### config.mk
export PLATFORM = sky130hd
export DESIGN_NAME = murmur2_64b_hash_core
export DESIGN_NICKNAME = d
export VERILOG_FILES = /design/src/rtl/core/mur64_pkg.sv /design/src/rtl/core/murmur2_64b_hash_core.sv
export VERILOG_INCLUDE_DIRS = /design/src /design/src/rtl/core
export SDC_FILE = /design/constraint.sdc
export NUM_CORES = 1
export LEC_CHECK = 0
export ABC_AREA = 1
export BUFFER_PORTS_ARGS = -buffer_cell sky130_fd_sc_hd__buf_2
export CAP_MARGIN = 25
export CORE_MARGIN = 2
export CORE_UTILIZATION = 40
export DETAILED_ROUTE_END_ITERATION = 8
export HOLD_SLACK_MARGIN = 0.06
export SLEW_MARGIN = 20
export SYNTH_ARGS = -nofsm -noshare
export SYNTH_HDL_FRONTEND = slang
export SYNTH_SLANG_ARGS = --single-unit
### constraint.sdc
create_clock -name clock -period 11.3 [get_ports clock]
set_input_delay 0 -clock clock [delete_from_list [all_inputs] [get_ports clock]]
set_output_delay 0 -clock clock [all_outputs]
set_load 0.005 [all_outputs]
### src/rtl/core/murmur2_64b_hash_core_macros.svh
// assertion macros for the murmur2 64-bit hash core
// used by murmur2_64b_hash_core.sv, no other dependencies
`ifndef MURMUR2_64B_HASH_CORE_MACROS_SVH
`define MURMUR2_64B_HASH_CORE_MACROS_SVH

// same-cycle implication, disabled during reset
`define MUR64_ASSERT_SAME(lbl, ante, cons) \
   lbl: assert property (@(posedge clock) disable iff (reset) (ante) |-> (cons)) \
      else $error("mur64 same-cycle check failed");

// next-cycle implication, disabled during reset
`define MUR64_ASSERT_NEXT(lbl, ante, cons) \
   lbl: assert property (@(posedge clock) disable iff (reset) (ante) |=> (cons)) \
      else $error("mur64 next-cycle check failed");

`endif

### src/rtl/core/mur64_pkg.sv
// constants and helpers for the murmur2 64-bit hash core
// no dependencies; used by murmur2_64b_hash_core
`default_nettype none

package mur64_pkg;

   // mixing constants
   localparam logic [31:0] MIX_MUL   = 32'h5bd1e995;
   localparam int          MIX_SHIFT = 24;
   localparam int          FIN_SH_A  = 18;
   localparam int          FIN_SH_B  = 22;
   localparam int          FIN_SH_C  = 17;
   localparam int          FIN_SH_D  = 19;

   // stream widths
   localparam int WORD_W   = 32;
   localparam int COUNT_W  = 3;
   localparam int LENGTH_W = 32;
   localparam int REQ_W    = 72;
   localparam int HASH_W   = 64;
   localparam int STATE_W  = 3;

   // sequencer states
   localparam logic [STATE_W-1:0] ST_IDLE = 3'd0;
   localparam logic [STATE_W-1:0] ST_K2   = 3'd1;
   localparam logic [STATE_W-1:0] ST_H    = 3'd2;
   localparam logic [STATE_W-1:0] ST_TAIL = 3'd3;
   localparam logic [STATE_W-1:0] ST_F0   = 3'd4;
   localparam logic [STATE_W-1:0] ST_F1   = 3'd5;
   localparam logic [STATE_W-1:0] ST_F2   = 3'd6;
   localparam logic [STATE_W-1:0] ST_F3   = 3'd7;

   // byte mask for a 1 to 3 byte tail
   function automatic logic [WORD_W-1:0] tail_mask(input logic [1:0] cnt);
      logic [WORD_W-1:0] m;
      unique case (cnt)
         2'd1:    m = 32'h0000_00ff;
         2'd2:    m = 32'h0000_ffff;
         2'd3:    m = 32'h00ff_ffff;
         default: m = 32'h0000_0000;
      endcase
      return m;
   endfunction

endpackage

`default_nettype wire

### src/rtl/core/murmur2_64b_hash_core.sv
// MurmurHash64B streaming core built around one shared constant multiplier
// depends on mur64_pkg and murmur2_64b_hash_core_macros.svh
//
// Usage:
//   csr_*  : 64-bit seed write (bits 31:0 start h1, 63:32 start h2), always ready.
//            Sampled on every request transfer whose tuser (first) is set.
//   req_*  : one 32-bit little-endian message word per transfer, with byte
//            count, message length (used on first), first in tuser and last in
//            tlast.
//   rsp_*  : one 64-bit hash per request with tlast set, h1 in bits 63:32.
// Timing: one 32x32 multiplier by the mix constant does every step, one step
//   per cycle unless F3 holds for a full result register. A full word takes the
//   accept multiply, then K2 and H; a 1-3 byte tail the accept, then TAIL; an
//   empty word the accept only. After a last word F0 to F3 finalize and F3
//   fills the result register. req_tready is high only while the sequencer is idle.
// Reset: clears the state, hash halves, parity, last flag, seed and result valid.
// Stall: a finished hash waits in the result register; if another hash is
//   done while it waits, the sequencer holds in the last finalize step and
//   accepts nothing until rsp_tready frees the register.
`default_nettype none
`include "murmur2_64b_hash_core_macros.svh"

module murmur2_64b_hash_core (
   input  wire logic                             clock,
   input  wire logic                             reset,
   // seed write channel
   input  wire logic                             csr_valid,
   output logic                                  csr_ready,
   input  wire logic [mur64_pkg::HASH_W-1:0]     csr_data,
   // request stream
   input  wire logic                             req_tvalid,
   output logic                                  req_tready,
   // data_word[31:0], byte_count[34:32], message_length[66:35], zero pad
   input  wire logic [mur64_pkg::REQ_W-1:0]      req_tdata,
   // first[0]
   input  wire logic                             req_tuser,
   input  wire logic                             req_tlast,
   // result stream
   output logic                                  rsp_tvalid,
   input  wire logic                             rsp_tready,
   // hash_value[63:0]
   output logic [mur64_pkg::HASH_W-1:0]          rsp_tdata
);

   logic [mur64_pkg::STATE_W-1:0] state_ff, state_in;
   logic [31:0] h1_ff, h1_in;
   logic [31:0] h2_ff, h2_in;
   logic        parity_ff, parity_in;
   logic [31:0] k_ff, k_in;
   logic [31:0] fa_ff, fa_in;
   logic [31:0] fb_ff, fb_in;
   logic        last_ff, last_in;
   logic [mur64_pkg::HASH_W-1:0] seed_ff, seed_in;
   logic        rsp_valid_ff, rsp_valid_in;
   logic [mur64_pkg::HASH_W-1:0] rsp_data_ff, rsp_data_in;

   logic [31:0] req_word;
   logic [2:0]  req_count;
   logic [31:0] req_length;
   logic        req_xfer;
   logic        rsp_free;
   logic [31:0] mul_op;
   logic [31:0] mul_prod;
   logic [31:0] h1_base;
   logic [31:0] h2_base;

   // request field unpacking
   assign req_word   = req_tdata[31:0];
   assign req_count  = req_tdata[34:32];
   assign req_length = req_tdata[66:35];

   assign csr_ready  = 1'b1;
   assign req_tready = (state_ff == mur64_pkg::ST_IDLE);
   assign req_xfer   = req_tvalid && req_tready;
   assign rsp_free   = !rsp_valid_ff || rsp_tready;
   assign rsp_tvalid = rsp_valid_ff;
   assign rsp_tdata  = rsp_data_ff;

   // halves as seen by an accepted item, taken from the seed on first
   assign h1_base = req_tuser ? (seed_ff[31:0] ^ req_length) : h1_ff;
   assign h2_base = req_tuser ? seed_ff[63:32] : h2_ff;

   // shared multiplier operand select
   always_comb begin
      unique case (state_ff)
         mur64_pkg::ST_IDLE: mul_op = req_word;
         mur64_pkg::ST_K2:   mul_op = k_ff ^ (k_ff >> mur64_pkg::MIX_SHIFT);
         mur64_pkg::ST_H:    mul_op = parity_ff ? h2_ff : h1_ff;
         mur64_pkg::ST_TAIL: mul_op = h2_ff ^ k_ff;
         mur64_pkg::ST_F0:   mul_op = h1_ff ^ (h2_ff >> mur64_pkg::FIN_SH_A);
         mur64_pkg::ST_F1:   mul_op = h2_ff ^ (fa_ff >> mur64_pkg::FIN_SH_B);
         mur64_pkg::ST_F2:   mul_op = fa_ff ^ (fb_ff >> mur64_pkg::FIN_SH_C);
         mur64_pkg::ST_F3:   mul_op = fb_ff ^ (fa_ff >> mur64_pkg::FIN_SH_D);
         default:            mul_op = req_word;
      endcase
   end

   // the one multiplier, low 32 bits kept
   assign mul_prod = mul_op * mur64_pkg::MIX_MUL;

   // sequencer and datapath next values
   always_comb begin
      state_in     = state_ff;
      h1_in        = h1_ff;
      h2_in        = h2_ff;
      parity_in    = parity_ff;
      k_in         = k_ff;
      fa_in        = fa_ff;
      fb_in        = fb_ff;
      last_in      = last_ff;
      seed_in      = seed_ff;
      rsp_valid_in = rsp_valid_ff;
      rsp_data_in  = rsp_data_ff;

      if (csr_valid && csr_ready) begin
         seed_in = csr_data;
      end
      if (rsp_valid_ff && rsp_tready) begin
         rsp_valid_in = 1'b0;
      end

      unique case (state_ff)
         mur64_pkg::ST_IDLE: begin
            if (req_xfer) begin
               last_in = req_tlast;
               h1_in   = h1_base;
               h2_in   = h2_base;
               if (req_tuser) begin
                  parity_in = 1'b0;
               end
               priority if (req_count[2]) begin
                  // full word: first scramble multiply now
                  k_in     = mul_prod;
                  state_in = mur64_pkg::ST_K2;
               end else if (req_count[1:0] != 2'd0) begin
                  k_in     = req_word & mur64_pkg::tail_mask(req_count[1:0]);
                  state_in = mur64_pkg::ST_TAIL;
               end else if (req_tlast) begin
                  state_in = mur64_pkg::ST_F0;
               end else begin
                  state_in = mur64_pkg::ST_IDLE;
               end
            end
         end
         mur64_pkg::ST_K2: begin
            k_in     = mul_prod;
            state_in = mur64_pkg::ST_H;
         end
         mur64_pkg::ST_H: begin
            // fold scrambled word into the half picked by parity
            if (parity_ff) begin
               h2_in = mul_prod ^ k_ff;
            end else begin
               h1_in = mul_prod ^ k_ff;
            end
            parity_in = !parity_ff;
            state_in  = last_ff ? mur64_pkg::ST_F0 : mur64_pkg::ST_IDLE;
         end
         mur64_pkg::ST_TAIL: begin
            h2_in    = mul_prod;
            state_in = last_ff ? mur64_pkg::ST_F0 : mur64_pkg::ST_IDLE;
         end
         mur64_pkg::ST_F0: begin
            fa_in    = mul_prod;
            state_in = mur64_pkg::ST_F1;
         end
         mur64_pkg::ST_F1: begin
            fb_in    = mul_prod;
            state_in = mur64_pkg::ST_F2;
         end
         mur64_pkg::ST_F2: begin
            fa_in    = mul_prod;
            state_in = mur64_pkg::ST_F3;
         end
         mur64_pkg::ST_F3: begin
            // hold here until the result register is free
            if (rsp_free) begin
               rsp_valid_in = 1'b1;
               rsp_data_in  = {fa_ff, mul_prod};
               state_in     = mur64_pkg::ST_IDLE;
            end
         end
         default: begin
            state_in = mur64_pkg::ST_IDLE;
         end
      endcase
   end

   // control and hash state registers
   always_ff @(posedge clock) begin
      if (reset) begin
         state_ff     <= mur64_pkg::ST_IDLE;
         h1_ff        <= '0;
         h2_ff        <= '0;
         parity_ff    <= 1'b0;
         seed_ff      <= '0;
         rsp_valid_ff <= 1'b0;
         last_ff      <= 1'b0;
      end else begin
         state_ff     <= state_in;
         h1_ff        <= h1_in;
         h2_ff        <= h2_in;
         parity_ff    <= parity_in;
         seed_ff      <= seed_in;
         rsp_valid_ff <= rsp_valid_in;
         last_ff      <= last_in;
      end
   end

   // payload registers
   always_ff @(posedge clock) begin
      k_ff        <= k_in;
      fa_ff       <= fa_in;
      fb_ff       <= fb_in;
      rsp_data_ff <= rsp_data_in;
   end

   // sequencer checks
   `MUR64_ASSERT_SAME(a_busy_not_ready, state_ff != mur64_pkg::ST_IDLE, !req_tready)
   `MUR64_ASSERT_NEXT(a_full_word_to_k2, req_xfer && req_count[2], state_ff == mur64_pkg::ST_K2)
   `MUR64_ASSERT_NEXT(a_k2_to_fold, state_ff == mur64_pkg::ST_K2, state_ff == mur64_pkg::ST_H)
   `MUR64_ASSERT_NEXT(a_empty_last_final, req_xfer && req_tlast && req_count == 3'd0, state_ff == mur64_pkg::ST_F0)

endmodule

`default_nettype wire
* Yosys cells after proc, flatten, opt, wreduce, memory -nomap -nowiden
Cells that the tools add are included.
** Operators by class
- Multiply operators :: 1
- Reductions and logical operators :: 19
- Multiplexer cells :: 32
- Bitwise logic cells :: 9
- Eq/ne operators :: 16
** Operator list (count)
- 32-bit two-way mux :: 14
- 32-bit case mux with 8 select lines :: 1
- 32-bit case mux with 2 select lines :: 2
- 32-bit case mux with 3 select lines :: 1
- 32-bit bitwise XOR :: 3
- 24-bit case mux with 3 select lines :: 1
- 32-bit AND :: 1
- 32-bit by 31-bit multiplier with 32-bit output (second input constant) :: 1
- 32-bit by 10-bit bitwise XOR with 32-bit output :: 1
- 32-bit by 13-bit bitwise XOR with 32-bit output :: 1
- 32-bit by 14-bit bitwise XOR with 32-bit output :: 1
- 32-bit by 15-bit bitwise XOR with 32-bit output :: 1
- 32-bit by 8-bit bitwise XOR with 32-bit output :: 1
- 3-bit case mux with 7 select lines :: 1
- 3-bit two-way mux :: 6
- 3-bit equality test (second input constant) :: 4
- 4-bit AND reduction :: 2
- 3-bit by 2-bit equality test with 1-bit output (second input constant) :: 2
- 2-bit != test (second input constant) :: 3
- 2-bit AND reduction :: 3
- 3-bit AND reduction :: 2
- 2-bit nonzero test :: 3
- 1-bit two-way mux :: 5
- 2-bit equality test (second input constant) :: 2
- other kinds (11) :: 15
** Word-level totals
- Input bits :: 143
- Register bits :: 294
- Logic and storage cells :: 88
- Output and inout bits :: 67

* Depth between registers and ports, before layout
- Depth after elaboration :: 11
- Depth in mapped cells :: 46
- Depth with buffers taken out :: 44

* Least setup slack after synthesis
OpenSTA, ideal clock, no wires.
- Path kind :: reg-to-reg
- From :: reg state_ff[2] (netlist name)
- To :: reg h2_ff[28]
- Data arrival time :: 7.980 ns
- Cell stages (with the launch flop) :: 36
- Library setup time :: 0.123 ns
- Setup slack :: 3.197 ns
- Period minus slack after synthesis :: 8.103 ns
- Data required time :: 11.177 ns
- Path buffers :: 1
- Cell sequence :: dfxtp_1 > inv_4 > nor2_4 > nand2_1 > clkbuf_1 > o22ai_1 > a2111oi_0 > nand3_1 > o21a_1 > inv_1 > fa_1 > inv_1 > ha_1 > inv_1 > fa_1 > fa_1 > fa_1 > inv_1 > fa_1 > fa_1 > inv_1 > fa_1 > inv_1 > ha_1 > nand2_1 > nor4_1 > nand3_1 > nand3_1 > inv_1 > o21ai_1 > a21boi_0 > or2_1 > nand2_1 > nand2_1 > nand3_1 > a31oi_1
** On the way
- Longest elaborated chain between the ends :: 6
- Elaborated cells between the ends (all ways) :: 19
- Those cells by class :: mul: 1; eq/ne: 10; mux: 3; bitwise: 1; reduce/logical: 4
** Ends and longest elaborated chain
- start, declared :: line murmur2_64b_hash_core.sv:45 : logic [mur64_pkg::STATE_W-1:0] state_ff, state_in;
- start signal, assigned :: line murmur2_64b_hash_core.sv:192 : state_ff <= mur64_pkg::ST_IDLE;
- start signal, assigned :: line murmur2_64b_hash_core.sv:200 : state_ff <= state_in;
- 3-bit equality test (tied with other cells) :: line murmur2_64b_hash_core.sv:85 : unique case (state_ff)
- 32-bit case mux with 8 select lines (*) :: line murmur2_64b_hash_core.sv:85
- 32-bit by 31-bit multiplier with 32-bit output (*) :: line murmur2_64b_hash_core.sv:99 : assign mul_prod = mul_op * mur64_pkg::MIX_MUL;
- via mul_prod[28] :: line murmur2_64b_hash_core.sv:63 : logic [31:0] mul_prod;
- 32-bit bitwise XOR :: line murmur2_64b_hash_core.sv:152 : h2_in = mul_prod ^ k_ff;
- 32-bit two-way mux :: line murmur2_64b_hash_core.sv:151 : if (parity_ff) begin
- 32-bit case mux with 3 select lines (*) :: line murmur2_64b_hash_core.sv:122 : unique case (state_ff)
- end signal, assigned :: line murmur2_64b_hash_core.sv:202 : h2_ff <= h2_in;
- end, declared :: line murmur2_64b_hash_core.sv:47 : logic [31:0] h2_ff, h2_in;
Mark *: on every way through the listed nets, which the timed path passes. The rest lies on a longest branch. The select of a mux whose other input is x is not followed.
A chain may end at the register's enable or synchronous reset.

* Worst setup path after layout
- From :: reg state_ff[2] (netlist name)
- To :: reg h2_ff[30]
Same word-level chain as after synthesis.

==> impl_metrics.env <==
export IMPL_finClkSkew_ns=0.0391
export IMPL_synthCells=2680
export IMPL_gr_usage_all_layers=0.284
export IMPL_timing_critical_path_arrival_ns=10.70
export IMPL_die_h_um=245
export IMPL_worstMarginPinSlew_ns=1.13
export IMPL_maximum_number_of_buffers_from_clock_root_to_sink=3
export IMPL_fmaxAchievable_ghz=0.0984
export IMPL_vias_in_the_first_global_route=20600
export IMPL_cpPeakStageDelay_ns=0.87
export IMPL_boundaryPins=210
export IMPL_min_period_ns=10.16
export IMPL_critical_path_required_ns=11.84
export IMPL_number_of_storage_elements_in_the_synthesis_netlist=294
export IMPL_detailed_place_hpwl_mm=64.1
export IMPL_post_cts_resized=0
export IMPL_nNetsFinal=3547
export IMPL_seq_total_area_yosys=0.323
export IMPL_crit_fanout=15
export IMPL_number_of_input_and_output_port_buffers_inserted=203
export IMPL_die_area_mm2=0.0598
export IMPL_hp_class="in2reg"
export IMPL_synth_net_count=3217
export IMPL_post_place_cells=3603
export IMPL_final_period_utilization=0.899
export IMPL_final_cell_mix="sky130_fd_sc_hd__inv_1 (505), sky130_fd_sc_hd__nand2_1 (356), sky130_fd_sc_hd__o21ai_0 (249)"
export IMPL_syn2layout_area_growth_pct=19.2
export IMPL_synth_largest_area_cell="sky130_fd_sc_hd__edfxtp_1"
export IMPL_netlist_area_mm2=0.0231
export IMPL_timing_max_slew_rel_slack=0.248
export IMPL_cp_end_kind="flop"
export IMPL_critPathTopFamily="adder cells"
export IMPL_layout_cells_non_filler=3801
export IMPL_finalSetupViolations=0
export IMPL_fin_tns_setup_ns=0
export IMPL_routed_via_density=5.40
export IMPL_rows=88
export IMPL_timing_hold_worst_start="csr_valid"
export IMPL_count_of_buffering_cells_on_the_critical_path_with_inverters_included=8
export IMPL_clkSinkCount=294
export IMPL_rr_startpoint="state_ff[2]$_SDFFE_PP0P_"
export IMPL_timing_worst_setup_path_type="reg2reg"
export IMPL_tritoncts="built"
export IMPL_antenna_violating_nets_post_route=0
export IMPL_yosys_area_top_type_share=0.208
export IMPL_wl_per_cell_um=22.5
export IMPL_largest_cells_by_area_after_synthesis="sky130_fd_sc_hd__edfxtp_1 (21%), sky130_fd_sc_hd__fa_1 (15%), sky130_fd_sc_hd__ha_1 (12%), sky130_fd_sc_hd__dfxtp_1 (12%), sky130_fd_sc_hd__inv_1 (8.2%)"
export IMPL_drive_gt1_frac=0.127
export IMPL_synth_lib_cells_used_distinct=55
export IMPL_startpoint="state_ff[2]$_SDFFE_PP0P_"
export IMPL_maxCapViolations=0
export IMPL_final_core_util=0.480
export IMPL_number_of_detailed_route_iterations_in_the_first_pass=6
export IMPL_gp_congestion=0.972
export IMPL_wire_length_of_the_first_global_routing_pass_mm=126
export IMPL_layout_cells_most_common="sky130_fd_sc_hd__inv_1"
export IMPL_synth_ff_type="sky130_fd_sc_hd__edfxtp_1"
export IMPL_cp_start_kind="flop"
export IMPL_filler_cell_count=5484
export IMPL_synth_avg_cell_area_um2=8.64
export IMPL_clockRootBuffer="sky130_fd_sc_hd__clkbuf_16"
export IMPL_outcome="finished clean"
export IMPL_rsz0062_at_grt="no"
export IMPL_detailedRoute_firstIterationViolations=2035
export IMPL_core_area_mm2=0.0575
export IMPL_cts_repair_timing_setup_buffer_count=0
export IMPL_grt_ovfl_total=0
export IMPL_synth_async_sr_flop_share=0
export IMPL_totalWireLength_mm=85.7
export IMPL_initial_core_utilization=0.403
export IMPL_slew_viol_final=0
export IMPL_cts_reportedPaths_clkPinSlew_ns=0.07
export IMPL_cts_buffers_inserted=31
export IMPL_vias=20500
export IMPL_yosys_warnings=0
export IMPL_cts_max_level=1
export IMPL_hold_viol=0
export IMPL_drcViolationCount=0
export IMPL_antenna_found_initial=2
export IMPL_synth_edf_count=160
export IMPL_grt_max_degree=89
export IMPL_clk_latency_ns=0.61
export IMPL_die_width_um=245
export IMPL_crit_slowest_cell="sky130_fd_sc_hd__dfxtp_1"
## worst reg2reg max path: cells and delay by family (launching register included)
kind / cells / cell delay [ns]
buf+inv: 8 / 1.55
flops: 1 / 0.87
fa+ha+maj: 9 / 4.22
compound gates: 4 / 1.03
xor+xnor: 1 / 0.61
simple gates: 9 / 1.82
## path summary, 6_finish.rpt
| path | end | slack, ns | cells after the start |
|---|---|---|---|
| worst max-delay path | h2_ff[30]$_SDFFE_PP0P_ | 1.14 | 31 |
| worst min-delay path | seed_ff[6]$_SDFFE_PP0P_ | 0.08 | 4 |
| worst max register to register | h2_ff[30]$_SDFFE_PP0P_ | 1.14 | 31 |
| worst min register to register | rsp_tdata[49]$_DFFE_PP_ | 0.46 | 0 |
## cells by family (layout without fill, tap and decap cells)
| logic type | Yosys count | count (layout) | synth area share |
|---|---|---|---|
| fa+ha+maj | 394 | 394 | 0.271 |
| buf+inv | 602 | 957 | 0.100 |
| xor+xnor | 84 | 84 | 0.0318 |
| compound gates | 519 | 519 | 0.124 |
| simple gates | 786 | 786 | 0.149 |
| flops | 294 | 294 | 0.323 |
| other cells | 1 | 2 | 0.000162 |
## metal layers
metal / vias up / track usage / share of wire
met5: - / 0 / 0
met4: 0 / 0.132 / 0.051
met3: 187 / 0.0388 / 0.080
met2: 972 / 0.448 / 0.45
met1: 9984 / 0.386 / 0.42
li1: 9390 / - / -
## registers in the layout, indices dropped and copies added, names as in the netlist
register / count
state_ff: 3
h2_ff: 32
fb_ff: 32
seed_ff: 64
h1_ff: 32
k_ff: 32
parity_ff: 1
rsp_tdata: 64
fa_ff: 32
rsp_tvalid: 1
last_ff: 1
## cell type report
class | count | area (um2) | share of cell area
sequential | 294 | 7490 | 0.271
clock buffer | 37 | 818 | 0.0296
inverter | 518 | 1950 | 0.0706
timing repair buffer | 381 | 2730 | 0.0987
multi-input combinational | 1784 | 13400 | 0.484
clock inverter | 21 | 299 | 0.0108
tap | 765 | 957 | 0.0347
antenna | 1 | 2.50 | 0.0000907
## repair_timing
item                       in CTS  in global routing
hold endpoints to repair      127                  0
hold buffers                  137                  0
setup endpoints to repair       0                  0
## per-stage QoR
| step | hold WS, ns | setup WS [ns] | cell area, um2 |
|---|---|---|---|
| 3_3_place_gp | 0.222 | 1.37 | 25000 |
| 5_1_grt | 0.141 | 0.691 | 27600 |
| 4_1_cts | 0.0692 | 1.30 | 27600 |
| 2_1_floorplan | 0.0691 | 3.20 | 23100 |
| 3_5_place_dp | 0.229 | 1.34 | 25100 |
| 6_report | 0.0821 | 1.14 | 27600 |
## Yosys cell counts (55+ instances only)
cell	count
sky130_fd_sc_hd__dfxtp_1	134
sky130_fd_sc_hd__nand2_1	356
sky130_fd_sc_hd__fa_1	179
sky130_fd_sc_hd__ha_1	215
sky130_fd_sc_hd__nor2_1	220
sky130_fd_sc_hd__xnor2_1	55
sky130_fd_sc_hd__a21oi_1	139
sky130_fd_sc_hd__edfxtp_1	160
sky130_fd_sc_hd__nand3_1	95
sky130_fd_sc_hd__clkbuf_1	64
sky130_fd_sc_hd__o21ai_0	250
sky130_fd_sc_hd__inv_1	506
Power is not shown: default switching activity piles up to over one toggle a cycle in this logic, so the estimate is an artifact.
